--- src/bpm_pkg.sv ---
// Types, sizes and codes of the block permission map.
// Depends on nothing; used by the top level and the checker of the block.
package bpm_pkg;

   localparam int BLOCK_SHIFT = 3;
   localparam int RECORD_BITS = 4;
   localparam int NUM_BLOCKS  = 512;
   localparam int FREE_RECORD = 0;

   localparam int ADDR_W   = 16;
   localparam int FIELD_W  = 4;
   localparam int COUNT_W  = 10;
   localparam int BLK_W    = $clog2(NUM_BLOCKS);
   localparam int MATCH_W  = (RECORD_BITS > FIELD_W) ? RECORD_BITS : FIELD_W;

   localparam logic [ADDR_W-1:0]      BLK_MASK    = ADDR_W'((1 << BLOCK_SHIFT) - 1);
   localparam logic [ADDR_W-1:0]      NUM_BLK_A   = ADDR_W'(NUM_BLOCKS);
   localparam logic [BLK_W-1:0]       LAST_BLOCK  = BLK_W'(NUM_BLOCKS - 1);
   localparam logic [RECORD_BITS-1:0] FREE_REC    = RECORD_BITS'(FREE_RECORD);

   typedef enum logic {
      OP_SET    = 1'b0,
      OP_CHANGE = 1'b1
   } op_type;

   typedef enum logic [2:0] {
      ST_OK        = 3'd0,
      ST_ZERO_LEN  = 3'd1,
      ST_BAD_LEN   = 3'd2,
      ST_TABLE_END = 3'd3,
      ST_OUTSIDE   = 3'd4
   } status_type;

   typedef enum logic [2:0] {
      S_CLEAR,
      S_IDLE,
      S_DECODE,
      S_SET,
      S_CHECK
   } state_type;

   typedef struct packed {
      op_type              operation;
      logic [ADDR_W-1:0]   base_address;
      logic [ADDR_W-1:0]   length_bytes;
      logic [FIELD_W-1:0]  new_record;
      logic [FIELD_W-1:0]  match_mask;
      logic [FIELD_W-1:0]  match_value;
   } req_type;

   typedef struct packed {
      status_type          status;
      logic [COUNT_W-1:0]  blocks_changed;
   } rsp_type;

endpackage

--- src/bpm_ram.sv ---
// Generic single-write, single-read RAM with a registered read port.
// Depends on nothing; holds the permission records of the block.
module bpm_ram #(
   parameter int WIDTH = 4,
   parameter int DEPTH = 512
) (
   input  logic                     clock,
   input  logic                     wr_en,
   input  logic [$clog2(DEPTH)-1:0] wr_addr,
   input  logic [WIDTH-1:0]         wr_data,
   input  logic [$clog2(DEPTH)-1:0] rd_addr,
   output logic [WIDTH-1:0]         rd_data
);

   logic [WIDTH-1:0] mem_ff [DEPTH];
   logic [WIDTH-1:0] rd_data_ff;

   always_ff @(posedge clock) begin
      if (wr_en) begin
         mem_ff[wr_addr] <= wr_data;
      end
      rd_data_ff <= mem_ff[rd_addr];
   end

   assign rd_data = rd_data_ff;

endmodule

--- src/block_permission_map_core.sv ---
// Top level of the block permission map: sequencer, walk datapath and record RAM.
// Depends on bpm_pkg and bpm_ram.
//
// Usage. A transaction is accepted at a rising edge with start high and busy low;
// req_item carries its fields. Operation set writes new_record into every block
// of a byte range; operation change walks forward from the base block and
// rewrites records while (record AND match_mask) equals match_value.
// Each transaction gives exactly one result on rsp_item, shown for one cycle
// with rsp_strobe high; the receiver cannot stall it.
// Sequence: the request is registered at acceptance and checked in the decode
// state, where length or range errors end it; a set then writes its blocks, up
// to the table end, and a change rewrites matching records, stopping at the first
// mismatch or at the table end; the result is registered as the walk ends. One record
// is visited per cycle by the shared block counter and the single RAM port pair.
// busy drops in the strobe cycle, so the next start can be taken there.
// region_base is written on the csr channel, which is always ready; the user
// must change it only while the block is idle, which the block does not enforce.
// After reset the block clears all NUM_BLOCKS records to the free value, one
// per cycle, with busy high.
module block_permission_map_core (
   input  logic                          clock,
   input  logic                          reset,
   input  logic                          start,
   output logic                          busy,
   input  bpm_pkg::req_type              req_item,
   output logic                          rsp_strobe,
   output bpm_pkg::rsp_type              rsp_item,
   input  logic                          csr_valid,
   output logic                          csr_ready,
   input  logic [bpm_pkg::ADDR_W-1:0]    csr_data
);

   bpm_pkg::state_type                 state_ff, state_in;
   bpm_pkg::req_type                   req_ff, req_in;
   logic [bpm_pkg::BLK_W-1:0]          blk_ff, blk_in;
   logic [bpm_pkg::ADDR_W-1:0]         left_ff, left_in;
   logic [bpm_pkg::COUNT_W-1:0]        count_ff, count_in;
   logic                               rsp_strobe_ff, rsp_strobe_in;
   bpm_pkg::rsp_type                   rsp_ff, rsp_in;
   logic [bpm_pkg::ADDR_W-1:0]         region_base_ff;

   logic                               wr_en;
   logic [bpm_pkg::BLK_W-1:0]          wr_addr;
   logic [bpm_pkg::RECORD_BITS-1:0]    wr_data;
   logic [bpm_pkg::BLK_W-1:0]          rd_addr;
   logic [bpm_pkg::RECORD_BITS-1:0]    rd_data;

   logic                               accept;
   logic [bpm_pkg::ADDR_W:0]           diff;
   logic [bpm_pkg::ADDR_W-1:0]         blk_num;
   logic                               outside;
   logic [bpm_pkg::BLK_W-1:0]          first_blk;
   logic                               dec_error;
   bpm_pkg::status_type                dec_status;
   logic [bpm_pkg::BLK_W-1:0]          blk_next;
   logic                               at_last;
   logic                               rec_match;
   logic [bpm_pkg::RECORD_BITS-1:0]    new_rec;
   logic [bpm_pkg::MATCH_W-1:0]        mask_w;

   assign accept    = start && !busy;
   assign busy      = (state_ff != bpm_pkg::S_IDLE);
   assign csr_ready = 1'b1;
   assign blk_next  = blk_ff + 1'b1;
   assign at_last   = (blk_ff == bpm_pkg::LAST_BLOCK);
   assign new_rec   = bpm_pkg::RECORD_BITS'(req_ff.new_record);
   assign mask_w    = bpm_pkg::MATCH_W'(req_ff.match_mask)
                      & bpm_pkg::MATCH_W'({bpm_pkg::RECORD_BITS{1'b1}});
   assign rec_match = ((bpm_pkg::MATCH_W'(rd_data) & mask_w)
                       == bpm_pkg::MATCH_W'(req_ff.match_value));

   always_comb begin
      diff      = {1'b0, req_ff.base_address} - {1'b0, region_base_ff};
      blk_num   = diff[bpm_pkg::ADDR_W-1:0] >> bpm_pkg::BLOCK_SHIFT;
      outside   = diff[bpm_pkg::ADDR_W] || (blk_num >= bpm_pkg::NUM_BLK_A);
      first_blk = blk_num[bpm_pkg::BLK_W-1:0];
      dec_error  = 1'b1;
      dec_status = bpm_pkg::ST_OUTSIDE;
      if (req_ff.operation == bpm_pkg::OP_SET && req_ff.length_bytes == '0) begin
         dec_status = bpm_pkg::ST_ZERO_LEN;
      end else if (req_ff.operation == bpm_pkg::OP_SET
                   && (req_ff.length_bytes & bpm_pkg::BLK_MASK) != '0) begin
         dec_status = bpm_pkg::ST_BAD_LEN;
      end else if (!outside) begin
         dec_error  = 1'b0;
         dec_status = bpm_pkg::ST_OK;
      end
   end

   always_comb begin
      state_in = state_ff;
      unique case (state_ff)
         bpm_pkg::S_CLEAR: begin
            if (at_last) begin
               state_in = bpm_pkg::S_IDLE;
            end
         end
         bpm_pkg::S_IDLE: begin
            if (accept) begin
               state_in = bpm_pkg::S_DECODE;
            end
         end
         bpm_pkg::S_DECODE: begin
            if (dec_error) begin
               state_in = bpm_pkg::S_IDLE;
            end else if (req_ff.operation == bpm_pkg::OP_SET) begin
               state_in = bpm_pkg::S_SET;
            end else begin
               state_in = bpm_pkg::S_CHECK;
            end
         end
         bpm_pkg::S_SET: begin
            if (left_ff == bpm_pkg::ADDR_W'(1) || at_last) begin
               state_in = bpm_pkg::S_IDLE;
            end
         end
         bpm_pkg::S_CHECK: begin
            if (!rec_match || at_last) begin
               state_in = bpm_pkg::S_IDLE;
            end
         end
         default: state_in = bpm_pkg::S_IDLE;
      endcase
   end

   always_comb begin
      req_in        = req_ff;
      blk_in        = blk_ff;
      left_in       = left_ff;
      count_in      = count_ff;
      rsp_strobe_in = 1'b0;
      rsp_in        = rsp_ff;
      wr_en         = 1'b0;
      wr_addr       = blk_ff;
      wr_data       = new_rec;
      rd_addr       = blk_next;
      unique case (state_ff)
         bpm_pkg::S_CLEAR: begin
            wr_en   = 1'b1;
            wr_data = bpm_pkg::FREE_REC;
            blk_in  = blk_next;
         end
         bpm_pkg::S_IDLE: begin
            if (accept) begin
               req_in = req_item;
            end
         end
         bpm_pkg::S_DECODE: begin
            blk_in   = first_blk;
            left_in  = req_ff.length_bytes >> bpm_pkg::BLOCK_SHIFT;
            count_in = '0;
            rd_addr  = first_blk;
            if (dec_error) begin
               rsp_strobe_in         = 1'b1;
               rsp_in.status         = dec_status;
               rsp_in.blocks_changed = '0;
            end
         end
         bpm_pkg::S_SET: begin
            wr_en    = 1'b1;
            blk_in   = blk_next;
            left_in  = left_ff - 1'b1;
            count_in = count_ff + 1'b1;
            if (left_ff == bpm_pkg::ADDR_W'(1)) begin
               rsp_strobe_in         = 1'b1;
               rsp_in.status         = bpm_pkg::ST_OK;
               rsp_in.blocks_changed = count_ff + 1'b1;
            end else if (at_last) begin
               rsp_strobe_in         = 1'b1;
               rsp_in.status         = bpm_pkg::ST_TABLE_END;
               rsp_in.blocks_changed = count_ff + 1'b1;
            end
         end
         bpm_pkg::S_CHECK: begin
            if (rec_match) begin
               wr_en    = 1'b1;
               blk_in   = blk_next;
               count_in = count_ff + 1'b1;
               if (at_last) begin
                  rsp_strobe_in         = 1'b1;
                  rsp_in.status         = bpm_pkg::ST_TABLE_END;
                  rsp_in.blocks_changed = count_ff + 1'b1;
               end
            end else begin
               rsp_strobe_in         = 1'b1;
               rsp_in.status         = bpm_pkg::ST_OK;
               rsp_in.blocks_changed = count_ff;
            end
         end
         default: begin
         end
      endcase
   end

   always_ff @(posedge clock) begin
      if (reset) begin
         state_ff       <= bpm_pkg::S_CLEAR;
         blk_ff         <= '0;
         rsp_strobe_ff  <= 1'b0;
         region_base_ff <= '0;
      end else begin
         state_ff      <= state_in;
         blk_ff        <= blk_in;
         rsp_strobe_ff <= rsp_strobe_in;
         if (csr_valid && csr_ready) begin
            region_base_ff <= csr_data;
         end
      end
   end

   always_ff @(posedge clock) begin
      req_ff   <= req_in;
      left_ff  <= left_in;
      count_ff <= count_in;
      rsp_ff   <= rsp_in;
   end

   bpm_ram #(
      .WIDTH (bpm_pkg::RECORD_BITS),
      .DEPTH (bpm_pkg::NUM_BLOCKS)
   ) u_records (
      .clock   (clock),
      .wr_en   (wr_en),
      .wr_addr (wr_addr),
      .wr_data (wr_data),
      .rd_addr (rd_addr),
      .rd_data (rd_data)
   );

   assign rsp_strobe = rsp_strobe_ff;
   assign rsp_item   = rsp_ff;

endmodule

--- config.mk ---
export PLATFORM = sky130hd
export DESIGN_NAME = block_permission_map_core
export DESIGN_NICKNAME = d
export VERILOG_FILES = /design/src/bpm_pkg.sv /design/src/bpm_ram.sv /design/src/block_permission_map_core.sv
export SDC_FILE = /design/constraint.sdc
export NUM_CORES = 2
export LEC_CHECK = 0
export ABC_AREA = 1
export BUFFER_PORTS_ARGS = -buffer_cell sky130_fd_sc_hd__buf_4
export CELL_PAD_IN_SITES_DETAIL_PLACEMENT = 0
export CELL_PAD_IN_SITES_GLOBAL_PLACEMENT = 1
export CORE_MARGIN = 5
export CORE_UTILIZATION = 51
export CTS_BUF_LIST = sky130_fd_sc_hd__clkbuf_16
export CTS_CLUSTER_SIZE = 20
export DETAILED_ROUTE_END_ITERATION = 8
export HOLD_SLACK_MARGIN = 0.1
export PLACE_DENSITY_LB_ADDON = 0.2
export RECOVER_POWER = 50
export SLEW_MARGIN = 10
export SYNTH_ARGS = -nofsm -noshare
export SYNTH_HDL_FRONTEND = slang
export SYNTH_SLANG_ARGS = --single-unit
--- constraint.sdc ---
create_clock -name clock -period 19.9 [get_ports clock]
set_input_delay 3.98 -clock clock [delete_from_list [all_inputs] [get_ports clock]]
set_output_delay 3.98 -clock clock [all_outputs]
set_load 0.02 [all_outputs]
==> results_dict.tcl <==
set metrics [dict create \
    yosysUniqueCellTypes 49 \
    crit_required_ns 19.98 \
    clkTransAtPathRegs_ns 0.06 \
    grt_pass1_wl_mm 377 \
    die-width_um 433 \
    top_usage_layer "met2" \
    synth_ff_type "edfxtp_1" \
    utilization_pct 56.1 \
    cts_htree_levels 4 \
    hold_buffers 0 \
    grt_max_degree 217 \
    clk_path_buf_depth 3 \
    power_density_nw_per_um2 167 \
    whs_ns 0.462 \
    ant_nets 0 \
    synthToLayoutAreaGrowth_pct 9.68 \
    synth_seq_cells 2165 \
    worstPathCellList "nor2_1, nand2_1, inv_1, nor2_1, clkbuf_1, clkbuf_1" \
    cap_violations 26 \
    fp.dieH_um 433 \
    yosysTopAreaCellShare_pct 70.3 \
    die_area_um2 187000 \
    drv_slew 1426 \
    num_antenna_cells 0 \
    crit_path_top_delay_cell "clkbuf_1" \
    critPathBufInv 3 \
    portBuffers 79 \
    gr-usage-met3_pct 4.14 \
    finalWirelength_mm 251 \
    violations "max-capacitance violations, max-slew violations" \
    dpl-instance-area_um2 93000 \
    num-nets-final 8107 \
    cts_tree "done" \
    setup_viol 0 \
    hpwlAfterDp_mm 137 \
    hold_violations 0 \
    skew_ns 0.0289 \
    worst_slack_ns 7.26 \
    cts.sinks 2165 \
    wire_per_inst_um 23.8 \
    initial_utilization_pct 51.2 \
    dr_total_vias 61178 \
    fmax_ghz 0.0791 \
    synthTopCellsByCount "2546 x nand2_1, 2132 x edfxtp_1, 1938 x nand3_1" \
    via_per_inst 5.79 \
    gr-total-overflow 0 \
    tns_ns 0 \
    syn_area_um2 91100 \
    synth.avg_cell_area_um2 11.2 \
    status "finished, violations left" \
    antenna_found_initial 5 \
    ios 81 \
    crit_path_max_incr_delay_ns 6.43 \
    rows 155 \
    cts_resized 0 \
    postLayoutCellArea_um2 99900 \
    place.gp.congestion 0.879 \
    numCtsBuffers 220 \
    grt_pass1_vias 59627 \
    dr.pass1.iters 6 \
    gr-usage-met1_pct 38.0 \
    crit_family "buffers and inverters" \
    yosys_warnings 0 \
    syn_nets 8258 \
    rsz0062_at_grt "false" \
    worst_setup_path_end_kind "flop" \
    drive_gt1_share_pct 6.07 \
    yosysMostFrequentCell "nand2_1" \
    use_met2_pct 42.9 \
    synthCells 8170 \
    yosysSeqAreaShare_pct 71.0 \
    tightest_slew_ns 9.08 \
    synth_edf_count 2132 \
    synth_area_leaders "edfxtp_1 70%, nand3_1 11%, nand2_1 10%" \
    max-slew-margin-rel_pct -505 \
    drc 0 \
    irDropWorstVdd_v 0.000265 \
    post-route-period-util_pct 63.5 \
    fp.coreArea_um2 178000 \
    dp_slack_ns 12.54 \
    hold_path.class "reg -> reg" \
    yosys.area.top_type "edfxtp_1" \
    p_leak_nw 35.6 \
    p_total_mw 16.7 \
    postCtsSetupBuffers 0 \
    place_inst 10152 \
    track_usage_pct 26.7 \
    ys_async_sr_fraction_pct 0 \
    cp_max_fo 179 \
    reg2reg_slack_ns 7.26 \
    startpoint_type "flop" \
    fin_cells 10566 \
    cp.arrival_ns 12.72 \
    crit_type "reg -> reg" \
    cts-root-buf "clkbuf_16" \
    drt_iter0_drc 6751 \
    worst_skew_pair.late_latency_ns 0.87 \
    period_needed_ns 12.64 \
]
[flip-flops by register name, indices dropped and copies added, names as in the netlist]
signal	count
rsp_strobe	1
u_records.mem_ff	2048
rsp_item	13
count_ff	10
state_ff	3
new_rec	4
region_base_ff	16
blk_ff	9
req_ff	37
left_ff	16
u_records.rd_data	4
mask_w	4
[worst register-to-register path, delay by kind of cell, from the launching register on]
| family | cells | cell delay, ns |
|---|---|---|
| buffers and inverters | 3 | 9.72 |
| and+or+nand+nor | 3 | 1.68 |
| DFF | 1 | 0.45 |
[metal layers]
metal	share of wire [%]	up-vias
met1	43	30294
met3	7.3	347
met5	0.0052	-
li1	-	28263
met2	47	2272
met4	2.9	2
[cells by family (layout without fill, tap and decap cells)]
kind of cell / count (synthesis) / after routing / share of synthesized area, %
flip-flops: 2165 / 2165 / 71.0
other: 1 / 1 / 0.00412
buffers and inverters: 677 / 718 / 3.48
AND/OR/NAND/NOR: 5133 / 5133 / 24.0
adder cells (fa/ha/maj): 23 / 23 / 0.316
AO/OA/AOI/OAI: 142 / 142 / 0.916
XOR/XNOR: 29 / 29 / 0.287
[where the power goes]
part	total, mW	internal, mW	leakage (nW)	switching, mW
registers	5.54	5.49	19.9	0.0547
clock network	4.03	2.27	3.64	1.76
logic	7.11	1.73	12.0	5.38
[worst paths after layout]
check,endpoint,depth (start not counted),start
max reg2reg,u_records.mem_ff[117][1],6,state_ff[0]
min reg2reg,region_base_ff[4],2,region_base_ff[4]
max,u_records.mem_ff[117][1],6,state_ff[0]
min,region_base_ff[4],2,region_base_ff[4]
[cell usage in the layout, fill, tap and decap left out, types with 18 or more instances in the layout]
cell type	instances
a21oi_1	42
buf_4	94
bufinv_16	19
clkbuf_1	28
clkbuf_16	221
clkbuf_4	45
clkinv_1	63
clkinv_2	45
dfxtp_1	33
edfxtp_1	2132
ha_1	23
inv_1	171
nand2_1	2539
nand3_1	1934
nor2_1	587
nor3_1	18
o21ai_0	61
[layout make-up]
cell class              instances  area [um2]
fillers                     15119       78100
flip-flops and latches       2165       64700
multi-input cells            5328       23400
clock buffers                 221        5530
well taps                    2355        2950
clock inverters               193        1540
repair buffers                174        1290
inverters                     130         492
(Power assumes the default switching activity.)
